`config.mk`:
```
export PLATFORM = sky130hd
export DESIGN_NAME = segment_linear_address_check
export DESIGN_NICKNAME = d
export VERILOG_FILES = /design/src/rtl/core/slac_pkg.sv /design/src/rtl/core/slac_gen.sv /design/src/rtl/core/slac_check.sv /design/src/rtl/core/slac_resolve.sv /design/src/rtl/core/segment_linear_address_check.sv
export SDC_FILE = /design/constraint.sdc
export NUM_CORES = 1
export LEC_CHECK = 0
export BUFFER_PORTS_ARGS = -buffer_cell sky130_fd_sc_hd__buf_2
export CAP_MARGIN = 15
export CORE_UTILIZATION = 42
export DETAILED_ROUTE_END_ITERATION = 8
export PLACE_DENSITY_LB_ADDON = 0.12
export SYNTH_ARGS = -nofsm -noshare
export SYNTH_HDL_FRONTEND = slang
export SYNTH_SLANG_ARGS = --single-unit
```
`constraint.sdc`:
```
create_clock -name clk -period 11.63 [get_ports clk]
set_input_delay 0.5815 -clock clk [delete_from_list [all_inputs] [get_ports clk]]
set_output_delay 0.5815 -clock clk [all_outputs]
set_load 0.1 [all_outputs]
```
`src/rtl/core/slac_pkg.sv`:
```
package slac_pkg;

  localparam int unsigned IN_DATA_W  = 192;
  localparam int unsigned OUT_DATA_W = 72;

  localparam logic [1:0] ST_OK = 2'd0;
  localparam logic [1:0] ST_UD = 2'd1;
  localparam logic [1:0] ST_GP = 2'd2;
  localparam logic [1:0] ST_SS = 2'd3;

  localparam logic [2:0] SEG_SS       = 3'd2;
  localparam logic [2:0] SEG_FS       = 3'd4;
  localparam logic [2:0] SEG_LAST     = 3'd5;

  localparam int unsigned RB_WRITABLE = 1;
  localparam int unsigned RB_EXPDOWN  = 2;
  localparam int unsigned RB_CODE     = 3;
  localparam int unsigned RB_UNUSABLE = 16;

  localparam logic [31:0] LOW32 = 32'hffff_ffff;

  typedef struct packed {
    logic [2:0]  segment_index;
    logic [63:0] offset;
    logic        is_write;
    logic [2:0]  access_bytes;
    logic [63:0] seg_base;
    logic [31:0] seg_limit;
    logic [16:0] seg_rights;
    logic        real_mode;
    logic        long_mode;
    logic        five_level;
  } req_t;

  // after address generation
  typedef struct packed {
    logic [63:0] lin;
    logic        ud;
    logic        long_mode;
    logic        five_level;
    logic        seg_ss;
    logic        rights_gp;
    logic        unusable;
    logic        nonflat;
    logic [31:0] limit;
    logic [2:0]  size;
  } gen_t;

  // after canonical check and limit operand preparation
  typedef struct packed {
    logic [63:0] lin;
    logic        ud;
    logic        long_mode;
    logic        canon_ok;
    logic        seg_ss;
    logic        rights_gp;
    logic        unusable;
    logic        nonflat;
    logic [32:0] end_plus1;
    logic [32:0] limit_plus1;
  } chk_t;

  typedef struct packed {
    logic [63:0] linear_address;
    logic [1:0]  status;
  } res_t;

endpackage

```
`src/rtl/core/slac_gen.sv`:
```
module slac_gen (
  input  logic          clk,
  input  logic          rst,
  input  logic          in_valid,
  output logic          in_ready,
  input  slac_pkg::req_t in_req,
  output logic          out_valid,
  input  logic          out_ready,
  output slac_pkg::gen_t out_gen
);

  logic            valid;
  slac_pkg::gen_t  gen;
  slac_pkg::gen_t  gen_next;
  logic [63:0]     eff_base;
  logic            seg_high;

  assign in_ready  = !valid || out_ready;
  assign out_valid = valid;
  assign out_gen   = gen;

  always_comb begin
    seg_high = in_req.segment_index >= slac_pkg::SEG_FS;
    // long mode: only fs and gs carry a base
    eff_base = (in_req.long_mode && !seg_high) ? 64'd0 : in_req.seg_base;

    gen_next.lin        = eff_base + in_req.offset;
    gen_next.ud         = in_req.real_mode || (in_req.segment_index > slac_pkg::SEG_LAST);
    gen_next.long_mode  = in_req.long_mode;
    gen_next.five_level = in_req.five_level;
    gen_next.seg_ss     = in_req.segment_index == slac_pkg::SEG_SS;
    if (in_req.is_write) begin
      gen_next.rights_gp = (!in_req.seg_rights[slac_pkg::RB_WRITABLE] &&
                            !in_req.seg_rights[slac_pkg::RB_CODE]) ||
                           in_req.seg_rights[slac_pkg::RB_CODE];
    end else begin
      // execute-only code segment
      gen_next.rights_gp = in_req.seg_rights[slac_pkg::RB_CODE] &&
                           !in_req.seg_rights[slac_pkg::RB_WRITABLE];
    end
    gen_next.unusable = in_req.seg_rights[slac_pkg::RB_UNUSABLE];
    gen_next.nonflat  = (in_req.seg_base != 64'd0) || (in_req.seg_limit != slac_pkg::LOW32) ||
                        (!in_req.seg_rights[slac_pkg::RB_CODE] &&
                         in_req.seg_rights[slac_pkg::RB_EXPDOWN]);
    gen_next.limit    = in_req.seg_limit;
    gen_next.size     = in_req.access_bytes;
  end

  always_ff @(posedge clk) begin
    if (rst) begin
      valid <= 1'b0;
    end else if (in_ready) begin
      valid <= in_valid;
    end
  end

  always_ff @(posedge clk) begin
    if (in_ready && in_valid) begin
      gen <= gen_next;
    end
  end

endmodule

```
`src/rtl/core/slac_check.sv`:
```
module slac_check (
  input  logic           clk,
  input  logic           rst,
  input  logic           in_valid,
  output logic           in_ready,
  input  slac_pkg::gen_t in_gen,
  output logic           out_valid,
  input  logic           out_ready,
  output slac_pkg::chk_t out_chk
);

  logic            valid;
  slac_pkg::chk_t  chk;
  slac_pkg::chk_t  chk_next;
  logic [16:0]     top48;
  logic [7:0]      top57;

  assign in_ready  = !valid || out_ready;
  assign out_valid = valid;
  assign out_chk   = chk;

  always_comb begin
    top48 = in_gen.lin[63:47];
    top57 = in_gen.lin[63:56];

    chk_next.lin       = in_gen.lin;
    chk_next.ud        = in_gen.ud;
    chk_next.long_mode = in_gen.long_mode;
    chk_next.canon_ok  = in_gen.five_level ? ((&top57) || !(|top57))
                                           : ((&top48) || !(|top48));
    chk_next.seg_ss    = in_gen.seg_ss;
    chk_next.rights_gp = in_gen.rights_gp;
    chk_next.unusable  = in_gen.unusable;
    chk_next.nonflat   = in_gen.nonflat;
    // end + 1 against limit + 1 avoids the minus one, zero end wraps and faults
    chk_next.end_plus1   = {1'b0, in_gen.lin[31:0]} + {30'd0, in_gen.size};
    chk_next.limit_plus1 = {1'b0, in_gen.limit} + 33'd1;
  end

  always_ff @(posedge clk) begin
    if (rst) begin
      valid <= 1'b0;
    end else if (in_ready) begin
      valid <= in_valid;
    end
  end

  always_ff @(posedge clk) begin
    if (in_ready && in_valid) begin
      chk <= chk_next;
    end
  end

endmodule

```
`src/rtl/core/slac_resolve.sv`:
```
module slac_resolve (
  input  logic           clk,
  input  logic           rst,
  input  logic           in_valid,
  output logic           in_ready,
  input  slac_pkg::chk_t in_chk,
  output logic           out_valid,
  input  logic           out_ready,
  output slac_pkg::res_t out_res
);

  logic            valid;
  slac_pkg::res_t  res;
  slac_pkg::res_t  res_next;
  logic            limit_ok;
  logic [1:0]      fault_code;

  assign in_ready  = !valid || out_ready;
  assign out_valid = valid;
  assign out_res   = res;

  always_comb begin
    limit_ok   = (in_chk.end_plus1 != 33'd0) && (in_chk.end_plus1 <= in_chk.limit_plus1);
    fault_code = in_chk.seg_ss ? slac_pkg::ST_SS : slac_pkg::ST_GP;
    if (in_chk.ud) begin
      res_next.linear_address = 64'd0;
      res_next.status         = slac_pkg::ST_UD;
    end else if (in_chk.long_mode) begin
      res_next.linear_address = in_chk.lin;
      res_next.status         = in_chk.canon_ok ? slac_pkg::ST_OK : fault_code;
    end else begin
      res_next.linear_address = {32'd0, in_chk.lin[31:0]};
      // rights faults are general protection even through ss
      if (in_chk.rights_gp) begin
        res_next.status = slac_pkg::ST_GP;
      end else if (in_chk.unusable || (in_chk.nonflat && !limit_ok)) begin
        res_next.status = fault_code;
      end else begin
        res_next.status = slac_pkg::ST_OK;
      end
    end
  end

  always_ff @(posedge clk) begin
    if (rst) begin
      valid <= 1'b0;
    end else if (in_ready) begin
      valid <= in_valid;
    end
  end

  always_ff @(posedge clk) begin
    if (in_ready && in_valid) begin
      res <= res_next;
    end
  end

endmodule

```
`src/rtl/core/segment_linear_address_check.sv`:
```
// an accepted request passes through three register stages to its result on the master side
// throughput: one request per cycle while m_tready does not stall the stages
// (stages: address add, canonical and limit preparation, status resolve)
// a stalled stage holds its request; ready ripples back through the stages
// reset (synchronous, active high) clears the stage valid bits only
module segment_linear_address_check (
  input  logic                              clk,
  input  logic                              rst,
  input  logic                              s_tvalid,
  output logic                              s_tready,
  // segment_index[2:0], offset[66:3], is_write[67], access_bytes[70:68],
  // seg_base[134:71], seg_limit[166:135], seg_rights[183:167],
  // real_mode[184], long_mode[185], five_level[186], zero fill
  input  logic [slac_pkg::IN_DATA_W-1:0]    s_tdata,
  output logic                              m_tvalid,
  input  logic                              m_tready,
  // linear_address[63:0], status[65:64], zero fill
  output logic [slac_pkg::OUT_DATA_W-1:0]   m_tdata
);

  slac_pkg::req_t req;
  slac_pkg::gen_t gen;
  slac_pkg::chk_t chk;
  slac_pkg::res_t res;
  logic           gen_valid;
  logic           gen_ready;
  logic           chk_valid;
  logic           chk_ready;

  always_comb begin
    req.segment_index = s_tdata[2:0];
    req.offset        = s_tdata[66:3];
    req.is_write      = s_tdata[67];
    req.access_bytes  = s_tdata[70:68];
    req.seg_base      = s_tdata[134:71];
    req.seg_limit     = s_tdata[166:135];
    req.seg_rights    = s_tdata[183:167];
    req.real_mode     = s_tdata[184];
    req.long_mode     = s_tdata[185];
    req.five_level    = s_tdata[186];
  end

  slac_gen u_gen (
    .clk       (clk),
    .rst       (rst),
    .in_valid  (s_tvalid),
    .in_ready  (s_tready),
    .in_req    (req),
    .out_valid (gen_valid),
    .out_ready (gen_ready),
    .out_gen   (gen)
  );

  slac_check u_check (
    .clk       (clk),
    .rst       (rst),
    .in_valid  (gen_valid),
    .in_ready  (gen_ready),
    .in_gen    (gen),
    .out_valid (chk_valid),
    .out_ready (chk_ready),
    .out_chk   (chk)
  );

  slac_resolve u_resolve (
    .clk       (clk),
    .rst       (rst),
    .in_valid  (chk_valid),
    .in_ready  (chk_ready),
    .in_chk    (chk),
    .out_valid (m_tvalid),
    .out_ready (m_tready),
    .out_res   (res)
  );

  assign m_tdata = {6'd0, res.status, res.linear_address};

endmodule
```
==> impl_results.md, run 1 <==
- Status: completed
- Worst slew margin: 28.6%
- Post-layout util: 50.5%
- Cells after Synth: approximately 1400
- Top routing layer in use: met4
- Met2 Wirelength: 18.2 mm
- Hold Path End: u_gen.out_gen[1]$_DFFE_PP_
- Starting density of the core: a little over two fifths
- DRT antenna net count: 0
- DRC Markers: 0
- Hold WC Path Type: input pin to flop
- Sequential share of power: slightly below 50%
- Metal-1 WL: ~18 mm
- Global-route usage over all layers: 20.0%
- Hold path depth: 1
- Commonest cells after routing, fill and taps aside: edfxtp_1, buf_2, ha_1
- Peak VDD IR: roughly 0.11 mV
- CTS tree: built
- Clock Path Buffers: 3
- Max cap viols: 0
- R2R setup slack: 8.41 ns
- Setup Buffers After CTS: 0
- Sw Share: 26.4%
- Vias: 11200
- DR pass1 iterations: 7
- Final Cycle Share: 35.5%
- Fmax: between 200 and 250 MHz
- Hold buffers post-CTS: 0
- Die area: ~0.040 mm2
- Initial antenna violation count: 2
- Ys flop type: edfxtp_1
- Clock Power Share: 35.1%
- Crit Path Max Fanout: 64
- Post-synth ARST share: 0%
- Global-route wire length before repair: 60.1 mm
- # IOs: 270
- Max Slew Vio Count: 0
- Hold Startpoint: s_tdata[69]
- Worst-skew pair later-pin latency: 0.55 ns
- Pint: 2.19 mW
- Buffers added on ports: between 200 and 250
- RSZ-0062 raised after global routing: no
- CP Data Required Time: 11.97 ns
- Clock Skew: 0.00921 ns
- Initial detailed-routing violation count: roughly 730
- R2R cell count: 12
- Wire per inst: 18.4 um
- Share of cells above drive strength 1: roughly 20%
- Pleak: 7.60 nW
- Row count: 71
- CTS root buf: clkbuf_16
- Final setup fails: 0
- Tmin final: 4.13 ns
- Mapped Area: 0.0163 mm2
- Net switching power: 0.789 mW
- Post-cts resize count: 0
- Post-synth EDFFs: 309
- Die height: about 200 um
- Wire length on met3: between 1.5 and 2 mm
- Post-synth top area cell: edfxtp_1
- Register area share after synthesis: 57.3%
- Final hold vios: 0
- Die W: approximately 200 um
- Filler cell count: 3391
- Vias per std cell: 5.23
- Most common cell after layout, fill and taps aside: edfxtp_1
- Crit. End Element: flop
- Pwr/cell area: approximately 160 mW/mm2
- CTS Buf Count: 30
- Reg clk slew, reported paths: 0.06 ns
- Crit path DAT: 4.47 ns
- Share of the synthesized area in the top cell type: 56.9%
- Worst-margin pin slew: 1.07 ns
- Setup CP Type: input pin to flop
- CTS H-tree depth: 1
- Syn Area/Cell: 12.0 um2
- DP HPWL: 31.0 mm
- YS warnings: 0
- Pin count of the biggest net entering global routing: 85
- Global route overflow: 0
- Comb pwr share: roughly 17%
- Core footprint: 0.0379 mm2
- Synth Register Bits: 312
- Final setup TNS: 0 ns
- DRT Wirelength: between 30 and 40 mm
- Final #Nets: 1898
- Reg2reg end: u_check.out_chk[61]$_DFFE_PP_
- Clock sink total: 312
- Type of origin of the critical path: input pin
- Main area contributors after synthesis: edfxtp_1, ha_1, xnor2_1, and2_1, a21o_1
- Area delta synth->final: 17.6%
- Cell variety after synth: between 60 and 70
- Gp weighted congestion: slightly below 0.9
- Number of global-route vias before repair: roughly 11000
- RR Startpoint: u_gen.out_gen[42]$_DFFE_PP_
-- registers in the layout, summed over array words and instances, names as in the netlist --
| signal | flops |
|---|---|
| u_check.out_chk | 137 |
| u_gen.out_gen | 106 |
| u_resolve.out_res | 66 |
| u_check.out_valid | 1 |
| u_gen.out_valid | 1 |
| u_resolve.out_valid | 1 |
-- logic make-up after synthesis --
kind of cell,after synthesis,synth area share (%)
buffers and inverters,108,2.65
flip-flops,312,57.3
other,1,0.0230
AND/OR/NAND/NOR,457,15.2
adder cells (fa/ha/maj),103,7.98
XOR/XNOR,119,6.39
AO/OA/AOI/OAI,254,10.4
-- layout make-up --
type	count	area (um2)	area share, %
Sequential cell	312	9340	48.7
Timing Repair Buffer	253	1290	6.71
Inverter	64	240	1.25
Clock inverter	22	289	1.51
Clock buffer	34	787	4.10
Multi-Input combinational cell	939	6590	34.4
Tap cell	511	639	3.33
Antenna cell	2	5.00	0.0261
-- cells in the mapped netlist, types with 3 or more instances --
library cell  instances
and2_1               96
o221ai_1              3
nor3_1               11
dfxtp_1               3
a21boi_0              5
a21oi_1              74
or3_1                 3
edfxtp_1            309
nand2b_1              7
nand4b_1              3
xnor2_1              85
nor4_1               31
xor2_1               34
clkbuf_1             35
o21bai_1             13
ha_1                100
nor2_1               60
o31ai_1               3
buf_4                 6
nand4_1              51
and4_1                6
a221oi_1              5
buf_2                 3
nand2_1              81
inv_1                64
nor2b_1              44
nand3_1              39
a211oi_1              6
and3_1               15
a221o_1               5
a311oi_1              7
a31oi_1              11
o21ai_0              38
a21o_1               58
o21a_1                8
-- worst max path at each step --
stage | slack (ns) | start | endpoint | cells past startpoint
after floorplan | 3.53 | u_resolve.out_valid$_SDFFE_PP0P_ | u_check.out_chk[0]$_DFFE_PP_ | 2
after global placement | 6.95 | s_tdata[2] | u_gen.out_gen[102]$_DFFE_PP_ | 15
after detailed placement | 6.92 | s_tdata[2] | u_gen.out_gen[102]$_DFFE_PP_ | 15
after CTS | 7.50 | s_tdata[2] | u_gen.out_gen[102]$_DFFE_PP_ | 15
after global routing | 7.31 | s_tdata[2] | u_gen.out_gen[102]$_DFFE_PP_ | 15
final | 7.50 | s_tdata[2] | u_gen.out_gen[98]$_DFFE_PP_ | 15
-- critical path, stage by stage --
cell and delay, ns:
buf_2 0.11, nand2b_2 0.16, buf_4 0.26, and2_1 0.26
ha_1 0.36, a21o_1 0.22, o21bai_1 0.17, a221o_1 0.36
nor4_2 0.26, a21oi_1 0.20, a311oi_1 0.60, nand2_1 0.14
a21oi_2 0.30, o21bai_1 0.14, xnor2_1 0.29
-- routing by layer --
metal	global-route usage [%]	vias to the layer above
met5	0	-
met4	5.67	0
met3	2.24	47
met2	32.5	274
met1	28.2	5326
li1	-	5522
-- stage by stage --
step	cells	power, mW	setup slack, ns	hold slack, ns	area, um2
2_1_floorplan	1359	1.80	3.53	0.400	16300
3_3_place_gp	2079	1.95	6.95	0.402	18100
3_5_place_dp	2079	1.96	6.92	0.405	18100
4_1_cts	2135	3.01	7.50	0.189	19200
5_1_grt	2137	3.11	7.31	0.188	19200
6_report	2137	2.98	7.50	0.212	19200
-- power groups by stage --
| stage | registers (mW) | clock network [mW] | logic (mW) |
|---|---|---|---|
| detailed placement | 1.47 | 0 | 0.490 |
| global route | 1.45 | 1.11 | 0.540 |
| finish | 1.44 | 1.05 | 0.492 |
| global placement | 1.46 | 0 | 0.486 |
| floorplan | 1.50 | 0 | 0.298 |
| CTS | 1.44 | 1.07 | 0.492 |
Power figures use the tool's default switching activity.
==> inputs of run 2 (changes only) <==
Clock period 11.63 ns to 3.45 ns, I/O delays scaled along.
==> impl_results.md, run 2 (synthesized netlist as in run 1, its figures left out) <==
- Status: completed
- Row count: 71
- Number of global-route vias before repair: 11500
- Sequential cell area: 0.00934 mm2
- Pwr/cell area: roughly 490 mW/mm2
- Commonest cells after routing, fill and taps aside: edfxtp_1, buf_2, buf_4
- Crit path DAT: ~3.5 ns
- DP Cell Count: between 2000 and 2500
- Worst-margin pin slew: 0.873 ns
- DRT Wirelength: between 40 and 50 mm
- Max Slew Vio Count: 0
- CTS root buf: clkbuf_16
- Final setup fails: 0
- Setup WS post-layout: 0.301 ns
- Post-Layout Cell Count: 2313
- Most common cell after layout, fill and taps aside: edfxtp_1
- DP HPWL: 33.2 mm
- Final setup TNS: 0 ns
- Clock Path Buffers: 3
- Inserted Diodes: 0
- Worst slew margin: 41.3%
- Pre-CTS setup slack: -0.325 ns
- Type of origin of the critical path: input pin
- CTS H-tree depth: 1
- # IOs: 270
- Final hold vios: 0
- Clock sink total: 312
- Die area: a little under 0.04 mm2
- Design Area, Final: 0.0206 mm2
- DRT antenna net count: 0
- Starting density of the core: 43.0%
- Initial detailed-routing violation count: ~750
- Pleak: around 8.4 nW
- Pin count of the biggest net entering global routing: about 110
- Die height: 199 um
- Core footprint: between 0.03 and 0.04 mm2
- Clock Skew: 0.0110 ns
- Largest register FFs: 137
- Peak VDD IR: 0.358 mV
- Hold WC Path Type: input pin to flop
- Placement Cell Area: about 0.019 mm2
- Power Total: 10.1 mW
- Crit Path Max Fanout: 35
- Initial antenna violation count: 0
- Crit. End Element: flop
- Global-route usage over all layers: 21.2%
- Area of the multi-input gates: 0.00660 mm2
- CTS Buf Count: 30
- CP Data Required Time: 3.82 ns
- Die W: 199 um
- Global-route wire length before repair: between 60 and 70 mm
- Setup CP Type: input pin to flop
- Wire per inst: 18.0 um
- DR pass1 iterations: 5
- Area delta synth->final: 26.6%
- Final #Nets: 2078
- Filler cell count: about 3400
- Share of cells above drive strength 1: 25.1%
- CTS tree: built
- Worst-skew pair later-pin latency: 0.55 ns
- DRC Markers: 0
- Tmin final: 3.15 ns
- Final Cycle Share: 91.3%
- Max cap viols: 0
- Vias per std cell: 5.12
- Gp weighted congestion: between 0.8 and 0.9
- Reg clk slew, reported paths: 0.06 ns
- Global route overflow: 0
- Fmax: 318 MHz
- Vias: 11800
- RSZ-0062 raised after global routing: no
- Buffers added on ports: 245
run 2: cell count changes in the layout (fill, tap and decap cells not counted), sizes merged:
cell / change
buf: +133
dlygate4sd3: +47
clkinv: -5
clkbuf: +3
bufinv: -2
clkinvlp: +2
diode: -2
run 2: through the flow:
step | utilization [%] | hold slack [ns]
after floorplan | - | 0.235
after global placement | 50.5 | 0.359
after detailed placement | 50.5 | 0.355
after CTS | 54.4 | 0.00361
after global routing | 54.4 | 0.00672
final | 54.4 | 0.0410
run 2: repair_timing:
action,4_1_cts,5_1_grt
buffers inserted,0,0
hold buffers,47,0
endpoints found under the hold margin,44,0
gates resized for setup,0,1
setup endpoints to repair,0,1
run 2: layout make-up:
cell class              count  share of cell area, %
inverters                  64                   1.16
clock inverters            17                   1.12
clock buffers              37                   3.77
flip-flops and latches    312                   45.3
multi-input cells         939                   32.0
well taps                 511                   3.10
repair buffers            433                   13.6
run 2: final timing paths:
kind	startpoint	to	slack, ns	cells past startpoint
worst max-delay path	s_tdata[2]	u_gen.out_gen[105]$_DFFE_PP_	0.30	16
worst min-delay path	s_tdata[3]	u_gen.out_gen[42]$_DFFE_PP_	0.04	2
worst max register to register	u_check.out_chk[35]$_DFFE_PP_	u_resolve.out_res[0]$_SDFFCE_PP1P_	0.36	11
worst min register to register	u_gen.out_gen[87]$_DFFE_PP_	u_check.out_chk[118]$_DFFE_PP_	0.42	0
run 2: critical path, cell delays in order:
cell,delay [ns]
buf_2,0.11
nand2b_2,0.21
buf_12,0.18
and2_1,0.18
ha_1,0.19
buf_4,0.14
a211oi_1,0.39
nor2_1,0.14
o211a_1,0.29
o2111ai_1,0.25
o211ai_2,0.15
a21oi_1,0.24
o21ai_1,0.16
a31oi_2,0.26
a311oi_1,0.14
a311oi_1,0.28
run 2: power breakdown:
part           switching, mW  internal [mW]  leakage, nW
logic                   1.12          0.824         5.00
clock network           1.36           1.98        0.487
registers              0.243           4.62         2.94
total                   2.72           7.43         8.42
run 2: routing by layer:
layer	vias to the layer above	track usage (%)	routed length [um]
li1	5871	-	-
met1	5618	29.8	19400
met2	297	34.7	19500
met3	61	2.19	1760
met4	0	6.32	1090
met5	-	0	0
